===== src/rtl/pid_integral_separation_antiwindup_core_defines.svh =====
// ---------------------------------------------------------------------------
// PID core assertion macros
// Shared concurrent assertion wrappers for the PID core RTL.
// ---------------------------------------------------------------------------
`ifndef PID_INTEGRAL_SEPARATION_ANTIWINDUP_CORE_DEFINES_SVH
`define PID_INTEGRAL_SEPARATION_ANTIWINDUP_CORE_DEFINES_SVH

// same-cycle implication, disabled during reset
`define PIDISA_ASSERT_NOW(label, clk, rstn, ante, cons, msg) \
    label: assert property (@(posedge clk) disable iff (!(rstn)) (ante) |-> (cons)) \
        else $error(msg);

// next-cycle implication, disabled during reset
`define PIDISA_ASSERT_NEXT(label, clk, rstn, ante, cons, msg) \
    label: assert property (@(posedge clk) disable iff (!(rstn)) (ante) |=> (cons)) \
        else $error(msg);

`endif


===== src/rtl/pidisa_pkg.sv =====
// ---------------------------------------------------------------------------
// PID core package
// Types, register indexes and fixed constants shared by the PID core.
// ---------------------------------------------------------------------------
package pidisa_pkg;

    localparam int VAL_W  = 24;  // Q16.8 values
    localparam int ERR_W  = 25;  // error, one bit of growth
    localparam int SUM_W  = 32;  // integral, Q24.8
    localparam int GAIN_W = 16;  // Q4.12 gains
    localparam int THR_W  = 23;
    localparam int IDX_W  = 3;

    typedef enum logic [IDX_W-1:0] {
        CFG_PROP_GAIN  = 3'd0,
        CFG_INTEG_GAIN = 3'd1,
        CFG_DERIV_GAIN = 3'd2,
        CFG_UPPER_LIM  = 3'd3,
        CFG_LOWER_LIM  = 3'd4,
        CFG_SEP_THRESH = 3'd5
    } cfg_sel_t;

    typedef struct packed {
        logic        [GAIN_W-1:0] prop_gain;
        logic        [GAIN_W-1:0] integ_gain;
        logic        [GAIN_W-1:0] deriv_gain;
        logic signed [VAL_W-1:0]  upper_limit;
        logic signed [VAL_W-1:0]  lower_limit;
        logic        [THR_W-1:0]  separation_threshold;
    } cfg_t;

    typedef struct packed {
        logic signed [VAL_W-1:0] last_output;
        logic signed [ERR_W-1:0] last_error;
        logic signed [SUM_W-1:0] error_sum;
    } state_t;

    typedef struct packed {
        logic signed [VAL_W-1:0] control_out;
        logic                    integral_used;
        logic                    saturated;
    } result_t;

    localparam cfg_t CFG_RESET = '{
        prop_gain:            16'd819,
        integ_gain:           16'd410,
        deriv_gain:           16'd819,
        upper_limit:          24'sd65280,
        lower_limit:          -24'sd65280,
        separation_threshold: 23'd25600
    };

endpackage


===== src/rtl/pidisa_calc.sv =====
// ---------------------------------------------------------------------------
// PID core step datapath
// One control update: error, separation and anti-windup decision, integral
// update with clamp, three gain products, rounding and output clamp.
// ---------------------------------------------------------------------------
module pidisa_calc (
    input  logic signed [pidisa_pkg::VAL_W-1:0] setpoint,
    input  pidisa_pkg::cfg_t                    cfg,
    input  pidisa_pkg::state_t                  st,
    output pidisa_pkg::result_t                 res,
    output pidisa_pkg::state_t                  st_next
);
    import pidisa_pkg::*;

    localparam int ACC_W = 50;
    localparam int Y_W   = ACC_W - 12;
    localparam logic signed [ACC_W-1:0] ROUND_HALF = ACC_W'(2048);
    localparam logic signed [SUM_W-1:0] SUM_MAX = {1'b0, {(SUM_W-1){1'b1}}};
    localparam logic signed [SUM_W-1:0] SUM_MIN = {1'b1, {(SUM_W-1){1'b0}}};
    localparam logic signed [VAL_W-1:0] OUT_MAX = {1'b0, {(VAL_W-1){1'b1}}};
    localparam logic signed [VAL_W-1:0] OUT_MIN = {1'b1, {(VAL_W-1){1'b0}}};

    logic signed [ERR_W-1:0]    err;
    logic        [ERR_W-1:0]    mag;
    logic                       use_int;
    logic                       add;
    logic signed [SUM_W:0]      sum_wide;
    logic                       sum_ovf;
    logic signed [SUM_W-1:0]    sum_clamped;
    logic signed [SUM_W-1:0]    sum_new;
    logic signed [ERR_W:0]      diff;
    logic signed [GAIN_W:0]     kp_s, ki_s, kd_s;
    logic signed [ACC_W-1:0]    prod_p, prod_d, prod_i, acc;
    logic signed [Y_W-1:0]      y_wide;
    logic        [Y_W-VAL_W:0]  y_hi;
    logic                       out_ovf;

    assign err = ERR_W'(setpoint) - ERR_W'(st.last_output);
    assign mag = err[ERR_W-1] ? unsigned'(-err) : unsigned'(err);
    assign use_int = mag <= {{(ERR_W-THR_W){1'b0}}, cfg.separation_threshold};

    // anti-windup: upper test first, so crossed limits follow the upper rule
    always_comb begin
        if (st.last_output > cfg.upper_limit) begin
            add = err[ERR_W-1];
        end else if (st.last_output < cfg.lower_limit) begin
            add = !err[ERR_W-1] && (err != '0);
        end else begin
            add = 1'b1;
        end
    end

    assign sum_wide    = (SUM_W+1)'(st.error_sum) + (SUM_W+1)'(err);
    assign sum_ovf     = sum_wide[SUM_W] != sum_wide[SUM_W-1];
    assign sum_clamped = sum_ovf ? (sum_wide[SUM_W] ? SUM_MIN : SUM_MAX)
                                 : sum_wide[SUM_W-1:0];
    assign sum_new     = (use_int && add) ? sum_clamped : st.error_sum;

    assign diff = (ERR_W+1)'(err) - (ERR_W+1)'(st.last_error);

    assign kp_s = signed'({1'b0, cfg.prop_gain});
    assign ki_s = use_int ? signed'({1'b0, cfg.integ_gain}) : '0;
    assign kd_s = signed'({1'b0, cfg.deriv_gain});

    assign prod_p = ACC_W'(kp_s) * ACC_W'(err);
    assign prod_d = ACC_W'(kd_s) * ACC_W'(diff);
    assign prod_i = ACC_W'(ki_s) * ACC_W'(sum_new);
    assign acc    = prod_p + prod_d + prod_i + ROUND_HALF;

    // floor shift by 12 is a plain slice of the two's complement sum
    assign y_wide  = signed'(acc[ACC_W-1:12]);
    assign y_hi    = y_wide[Y_W-1:VAL_W-1];
    assign out_ovf = !((&y_hi) || !(|y_hi));

    always_comb begin
        res.control_out   = out_ovf ? (y_wide[Y_W-1] ? OUT_MIN : OUT_MAX)
                                    : y_wide[VAL_W-1:0];
        res.integral_used = use_int;
        res.saturated     = out_ovf || (use_int && add && sum_ovf);
        st_next.last_output = res.control_out;
        st_next.last_error  = err;
        st_next.error_sum   = sum_new;
    end

endmodule


===== src/rtl/pid_integral_separation_antiwindup_core.sv =====
// ---------------------------------------------------------------------------
// Positional PID core with integral separation and anti-windup
// Q16.8 speed controller; previous output stands in for the measurement.
// ---------------------------------------------------------------------------
// Usage: each setpoint word yields exactly one result word. The core takes
// one word per clock while the result side is not stalled; a word passes
// the input register, then the result register. Throughput is one word
// per cycle, set by the update loop: the error, integral and the three gain
// products (17x25, 17x26, 17x32) all feed back into last output / error /
// integral state before the next word can be computed. An input register and
// a result register decouple the two sides, so a new setpoint is taken while
// a finished result waits. Gains and limits are written over the cfg port
// (index 0..5, always ready); write them only while the core is idle.
// ---------------------------------------------------------------------------
`include "pid_integral_separation_antiwindup_core_defines.svh"

module pid_integral_separation_antiwindup_core (
    input  logic                                aclk,
    input  logic                                aresetn,
    // setpoint channel
    input  logic                                s_valid,
    output logic                                s_ready,
    input  logic signed [pidisa_pkg::VAL_W-1:0] s_setpoint,
    // result channel
    output logic                                m_valid,
    input  logic                                m_ready,
    output logic signed [pidisa_pkg::VAL_W-1:0] m_control_out,
    output logic                                m_integral_used,
    output logic                                m_saturated,
    // register write channel
    input  logic                                cfg_valid,
    output logic                                cfg_ready,
    input  logic [pidisa_pkg::IDX_W-1:0]        cfg_index,
    input  logic [pidisa_pkg::VAL_W-1:0]        cfg_data
);
    import pidisa_pkg::*;

    cfg_t                    cfg_reg;
    state_t                  state_reg;
    state_t                  state_next;
    result_t                 res_next;
    result_t                 res_reg;
    logic signed [VAL_W-1:0] setpoint_reg;
    logic                    in_vld_reg;
    logic                    m_valid_reg;
    logic                    advance;

    // ---------------- register file ----------------
    assign cfg_ready = 1'b1;

    always_ff @(posedge aclk) begin
        if (!aresetn) begin
            cfg_reg <= CFG_RESET;
        end else if (cfg_valid && cfg_ready) begin
            unique case (cfg_index)
                CFG_PROP_GAIN:  cfg_reg.prop_gain   <= cfg_data[GAIN_W-1:0];
                CFG_INTEG_GAIN: cfg_reg.integ_gain  <= cfg_data[GAIN_W-1:0];
                CFG_DERIV_GAIN: cfg_reg.deriv_gain  <= cfg_data[GAIN_W-1:0];
                CFG_UPPER_LIM:  cfg_reg.upper_limit <= signed'(cfg_data);
                CFG_LOWER_LIM:  cfg_reg.lower_limit <= signed'(cfg_data);
                CFG_SEP_THRESH: cfg_reg.separation_threshold <= cfg_data[THR_W-1:0];
                default: ;  // unmapped index: write dropped
            endcase
        end
    end

    // ---------------- handshake ----------------
    // Input stage moves to the result register when that register is empty
    // or being drained this cycle; controller state updates on the same edge.
    assign advance = in_vld_reg && (!m_valid_reg || m_ready);
    assign s_ready = !in_vld_reg || advance;

    always_ff @(posedge aclk) begin
        if (!aresetn) begin
            in_vld_reg  <= 1'b0;
            m_valid_reg <= 1'b0;
            state_reg   <= '0;
        end else begin
            if (s_ready) begin
                in_vld_reg <= s_valid;
            end
            if (advance) begin
                m_valid_reg <= 1'b1;
            end else if (m_ready) begin
                m_valid_reg <= 1'b0;
            end
            if (advance) begin
                state_reg <= state_next;
            end
        end
    end

    // payload registers, no reset needed
    always_ff @(posedge aclk) begin
        if (s_valid && s_ready) begin
            setpoint_reg <= s_setpoint;
        end
        if (advance) begin
            res_reg <= res_next;
        end
    end

    // ---------------- control update ----------------
    pidisa_calc u_calc (
        .setpoint (setpoint_reg),
        .cfg      (cfg_reg),
        .st       (state_reg),
        .res      (res_next),
        .st_next  (state_next)
    );

    assign m_valid         = m_valid_reg;
    assign m_control_out   = res_reg.control_out;
    assign m_integral_used = res_reg.integral_used;
    assign m_saturated     = res_reg.saturated;

    // ---------------- checks ----------------
    // separated step must leave the integral untouched
    `PIDISA_ASSERT_NEXT(a_sep_holds_sum, aclk, aresetn, advance && !res_next.integral_used, $stable(state_reg.error_sum), "integral changed on a separated step")
    // a word leaving the input stage always lands in the result register
    `PIDISA_ASSERT_NEXT(a_adv_loads_out, aclk, aresetn, advance, m_valid_reg, "result register not loaded")
    // fed-back output matches the result on display
    `PIDISA_ASSERT_NOW(a_fb_matches_out, aclk, aresetn, m_valid_reg, state_reg.last_output == res_reg.control_out, "feedback state out of step with result")
    // an accepted setpoint is held in the input stage
    `PIDISA_ASSERT_NEXT(a_accept_fills_in, aclk, aresetn, s_valid && s_ready, in_vld_reg, "accepted setpoint lost")

endmodule


===== config.mk =====
export PLATFORM = sky130hd
export DESIGN_NAME = pid_integral_separation_antiwindup_core
export DESIGN_NICKNAME = d
export VERILOG_FILES = /design/src/rtl/pidisa_pkg.sv /design/src/rtl/pidisa_calc.sv /design/src/rtl/pid_integral_separation_antiwindup_core.sv
export VERILOG_INCLUDE_DIRS = /design/src /design/src/rtl
export SDC_FILE = /design/constraint.sdc
export NUM_CORES = 2
export LEC_CHECK = 0
export ABC_CLOCK_PERIOD_IN_PS = 14600
export BUFFER_PORTS_ARGS = -buffer_cell sky130_fd_sc_hd__clkbuf_2
export CORE_AREA = 2 2 399 401
export DETAILED_ROUTE_END_ITERATION = 6
export DIE_AREA = 0 0 401 403
export HOLD_SLACK_MARGIN = 0.05
export PLACE_DENSITY = 0.65
export SLEW_MARGIN = 20
export SYNTH_ARGS = -nofsm -noshare
export SYNTH_HDL_FRONTEND = slang
export SYNTH_HIERARCHICAL = 1
export SYNTH_SLANG_ARGS = --single-unit
export TNS_END_PERCENT = 10

===== constraint.sdc =====
create_clock -name aclk -period 14.6 [get_ports aclk]
set_input_delay 1.46 -clock aclk [delete_from_list [all_inputs] [get_ports aclk]]
set_output_delay 1.46 -clock aclk [all_outputs]
set_load 0.03 [all_outputs]

Word-level counts from Yosys, hierarchy flattened
Index checks and enable logic that the tools add are counted.
{"block": "op_classes", "n_addsub": 7, "mul": 3, "n_lt_le_gt_ge": 3, "eq_ne": 6, "n_mux": 11, "reduce_logical": 25}
{"cell": "adder 50 bit", "n": 2}
{"cell": "two-way mux 32 bit", "n": 3}
{"cell": "adder 50 x 13 -> 50 bit (second input constant)", "n": 1}
{"cell": "multiplier 17 x 32 -> 49 bit", "n": 1}
{"cell": "two-way mux 24 bit", "n": 2}
{"cell": "multiplier 17 x 26 -> 43 bit", "n": 1}
{"cell": "multiplier 17 x 25 -> 42 bit", "n": 1}
{"cell": "adder 32 x 25 -> 33 bit", "n": 1}
{"cell": "subtractor 25 x 25 -> 26 bit", "n": 1}
{"cell": "less-or-equal comparator 25 x 23 -> 1 bit", "n": 1}
{"cell": "two-way mux 25 bit", "n": 1}
{"cell": "negator 25 bit", "n": 1}
{"cell": "nonzero test 25 bit", "n": 1}
{"cell": "subtractor 24 x 24 -> 25 bit", "n": 1}
{"cell": "> comparator 24 bit", "n": 1}
{"cell": "less-than comparator 24 bit", "n": 1}
{"cell": "two-way mux 16 bit", "n": 1}
{"cell": "AND reduction 15 bit", "n": 1}
{"cell": "OR reduction 15 bit", "n": 1}
{"cell": "AND reduction 2 bit", "n": 6}
{"cell": "equality test 3 x 2 -> 1 bit (second input constant)", "n": 2}
{"cell": "equality test 3 bit (second input constant)", "n": 2}
{"cell": "logical AND 1 bit", "n": 5}
{"cell": "logical NOT 1 bit", "n": 5}
{"cell": "other kinds (6)", "n": 12}
{"block": "totals", "register_bits": 252, "out_inout_bits": 29}

Longest topological paths before layout
{"block": "logic_depth", "depth_word": 15, "ltp_mapped": 67}

By module
The synthesis kept the hierarchy.
{"module": "pidisa_calc", "n_inst": 1, "cells_each": 6381, "area_per_inst_um2": 56914.6, "seq_area_each_um2": 0.0}
{"module": "pid_integral_separation_antiwindup_core", "n_inst": 1, "cells_each": 857, "area_per_inst_um2": 8765.9, "seq_area_each_um2": 5545.3}

Worst setup path before layout
Ideal clock, no wire load.
{"block": "synth_path", "path_kind": "flip-flop to flip-flop", "start": "register setpoint_reg[0]", "end": "register state_reg[71] in the netlist's numbering", "setup_time_ps": 145, "arrival_time_ps": 15143, "path_slack_ps": -688, "path_stages_with_launch": 61, "synth_period_minus_slack_ps": 15288, "cell_sequence": "edfxtp_1 inv_1 ha_1 fa_1 nand2b_1 a211oi_1 o41a_1 a21bo_2 o21a_1 a221o_1 a31o_2 inv_2 buf_2 clkbuf_1 ha_1 or2_2 a21o_1 and3_1 [... 25 more ...] inv_1 ha_1 a21o_1 a21o_1 a221o_1 a221oi_1 nor2_1 a21oi_1 o211ai_1 a31o_2 or3_1 and2_1 o41ai_1 clkbuf_1 o21ai_0 buf_4 nand2_1 mux2i_1"}
{"item": "start, declared", "line": "pid_integral_separation_antiwindup_core.sv:43", "source": "logic signed [VAL_W-1:0] setpoint_reg;"}
{"item": "start signal, assigned", "line": "pid_integral_separation_antiwindup_core.sv:96", "source": "setpoint_reg <= s_setpoint;"}
{"item": "end signal, assigned", "line": "pid_integral_separation_antiwindup_core.sv:88", "source": "state_reg <= state_next;"}
{"item": "end, declared", "line": "pid_integral_separation_antiwindup_core.sv:39", "source": "state_t state_reg;"}

==> key figures <==
Hold path
  – Class of the worst hold path: reg -> reg
  – Hold Path End: state_reg[35]$_SDFFE_PN0P_
  – Hold Path Depth: 2
  – Min-Delay Startpoint: state_reg[35]$_SDFFE_PN0P_

Final layout
  – Area grow syn2layout: 16.9%
  – Multi-input gate area: 0.0531 mm^2
  – FF+latch area: 0.00555 mm^2
  – Ratio of cells with drive above 1 in the final layout: 16.7%
  – Final core occ: 48.8%
  – Most common cell after layout, fill and taps aside: inv_1
  – Commonest non-fill, non-tap cells in the layout: inv_1, fa_1, nand2_1
  – Max reg flops: 119
  – Fillers: 14,800
  – Fin nets: 9,804

Global route
  – GRT overflow: 0
  – Antenna violations before repair: 7
  – GRT Total Usage: 25.9%
  – First-pass GRT wire length: 324,000 um
  – Vias in the first global route: 55,300
  – Largest net degree at the start of global routing: 135

Drt
  – Via-to-Cell Ratio: 5.20
  – DR vias: 51,600
  – Initial DRC Count: 3,916
  – DRT Wirelength: 205,000 um
  – Residual DRC count: 0
  – DRT Pass-1 Iters: 7
  – Drt wl/cell: 20.6 um
  – Post-DRT Antenna Nets: 0

Timing
  – Tmin final: 15.01 ns
  – Final Slew Violations: 0
  – Final hold vios: 0
  – Setup Viol. Count Final: 49
  – Worst-Margin Slew: 1.12 ns
  – Highest clock rate: 66.6 MHz
  – Unrepaired setup endpoints after global routing: yes
  – Max-Slew Margin vs Limit: 25.5%
  – Period utilization: 103%
  – Final worst setup slack: -0.406 ns
  – Clock skew: 0.0315 ns
  – WHS: 0.456 ns

Critical path
  – Most common cell on crit path: fa_1
  – Crit Path Max Fanout: 8
  – FF-to-FF Start: setpoint_reg[3]$_DFFE_PP_
  – Reg2reg end: state_reg[61]$_SDFFE_PN0P_
  – Slowest CP cell: fa_2
  – Setup CP Type: reg -> reg
  – Critical path's largest stage delay: 0.59 ns
  – Reg2Reg Depth: 64
  – Startpoint types: flop
  – Reg2Reg Setup Slack: -0.41 ns
  – WP data arrival: 15.43 ns
  – Setup crit end kind: flop
  – Worst EP required: 15.02 ns

Die
  – Die Height: 403 um
  – Initial Utilization: 41.7%
  – Die ar.: 0.162 mm^2
  – Die Wd: 401 um
  – Core area: 0.157 mm^2
  – IO Count: 85
  – Core Rows: 146

Place
  – Post-DP HPWL: 175,000 um
  – PortBufs: 83
  – Setup WS pre-CTS: -0.920 ns
  – GPL Wtd Cong: 0.964

Logic synthesis
  – Post-synthesis async set-or-reset flop share: 0%
  – Synthesized area: 0.0657 mm^2
  – #FFs+latches synth: 252
  – Synth warnings: 6
  – Avg Inst Size Synth: 9.07 um^2
  – Cells after Synth: 7,238
  – Most used flip-flop cell after synthesis: dfxtp_1
  – Mapped Nets: 9,220
  – Number of enable flip-flop cells after synthesis: 50
  – Seq/Total Area, Yosys: 8.44%
  – Yosys cell types: 91

Clocking
  – Clock Tree Buf Depth: 3
  – Clk sinks: 252
  – Clock Root Buffer: clkbuf_16
  – Clock latency on the worst-skew pair: 0.60 ns
  – CTS tree: built
  – Clk slew on worst S/H paths: 0.06 ns
  – Hold buffer count at CTS: 0
  – CTS Buf Count: 35
  – H-tree levels: 2

Outcome
  – Status: finished, violations left
  – Failing checks: setup timing

Flow run
  – Max_cap viols: 0
==> Yosys cell counts, types with 16 or more instances <==
master	n	area, um^2
inv_1	1802	6760
fa_1	1494	29900
nand2_1	752	2820
ha_1	432	5410
nor3_1	429	2150
and2_1	371	2320
clkbuf_1	215	807
dfxtp_1	202	4040
o21ai_0	179	896
a21oi_1	160	801
nand3_1	121	606
nor2_1	106	398
mux2i_1	103	1030
buf_2	95	475
xnor2_1	74	648
a21o_1	72	541
or3_1	62	388
nor2b_1	58	363
xor2_1	56	490
edfxtp_1	50	1500
buf_4	44	330
a21oi_4	23	374
nor3_2	23	230
nand2b_1	22	138
buf_1	21	78.8
nand4_1	19	119
o21a_1	17	128
and3_1	16	100
o31ai_1	16	120
==> logic make-up after synthesis <==
group	share of synthesized area [%]
buf+inv	13.0
simple gates	15.3
fa+ha+maj	53.8
compound gates	6.19
flops	8.44
xor+xnor	1.76
mux	1.59
other cells	0.00571
==> metrics by stage <==
stage               TNS, ns  cells  instance area, um^2
floorplan                 0   7238                65700
global placement     -39.91   9779                73500
detailed placement   -41.26   9781                73500
CTS                  -13.65   9879                75800
global route         -40.64   9920                76800
finish               -15.85   9924                76800
==> cell type report <==
class	instances	share of cell area [%]
timing repair buffer	925	10.0
antenna	4	0.0130
clock buffer	41	1.20
sequential	252	7.23
clock inverter	22	0.267
multi-input combinational	4803	69.1
tap	2072	3.38
inverter	1805	8.83
==> worst max-delay path: cells and delay by family (launching register included) <==
family	cells	cell delay, ns
adder cells (fa/ha/maj)	13	5.89
AO/OA/AOI/OAI	22	4.30
buffers and inverters	17	2.34
AND/OR/NAND/NOR	9	1.37
XOR/XNOR	2	0.43
flip-flops	1	0.37
multiplexers	1	0.09
==> metal layers <==
layer / vias to the layer above / GRT usage [%] / routed length [um]
met5: - / 0 / 41
met3: 298 / 4.82 / 18200
met1: 26400 / 37.2 / 90200
li1: 23000 / - / -
met4: 6 / 5.73 / 5000
met2: 1862 / 40.6 / 91400
==> worst max-delay path by stage <==
| stage | from | endpoint | slack [ns] |
|---|---|---|---|
| global placement | setpoint_reg[0]$_DFFE_PP_ | state_reg[61]$_SDFFE_PN0P_ | -0.86 |
| finish | setpoint_reg[3]$_DFFE_PP_ | state_reg[61]$_SDFFE_PN0P_ | -0.41 |
| detailed placement | setpoint_reg[6]$_DFFE_PP_ | state_reg[61]$_SDFFE_PN0P_ | -0.92 |
| floorplan | setpoint_reg[0]$_DFFE_PP_ | state_reg[60]$_SDFFE_PN0P_ | 0.02 |
| CTS | setpoint_reg[5]$_DFFE_PP_ | state_reg[76]$_SDFFE_PN0P_ | -0.37 |
| global route | setpoint_reg[0]$_DFFE_PP_ | state_reg[70]$_SDFFE_PN0P_ | -0.91 |
==> repair_timing <==
item	in CTS	in global routing
cloned	5	3
endpoints found under the setup margin	49	49
resized for setup	169	178
setup buffers	30	39
pin swaps	36	108
Power is not shown: default switching activity piles up to over one toggle a cycle in this logic, so the estimate is an artifact.
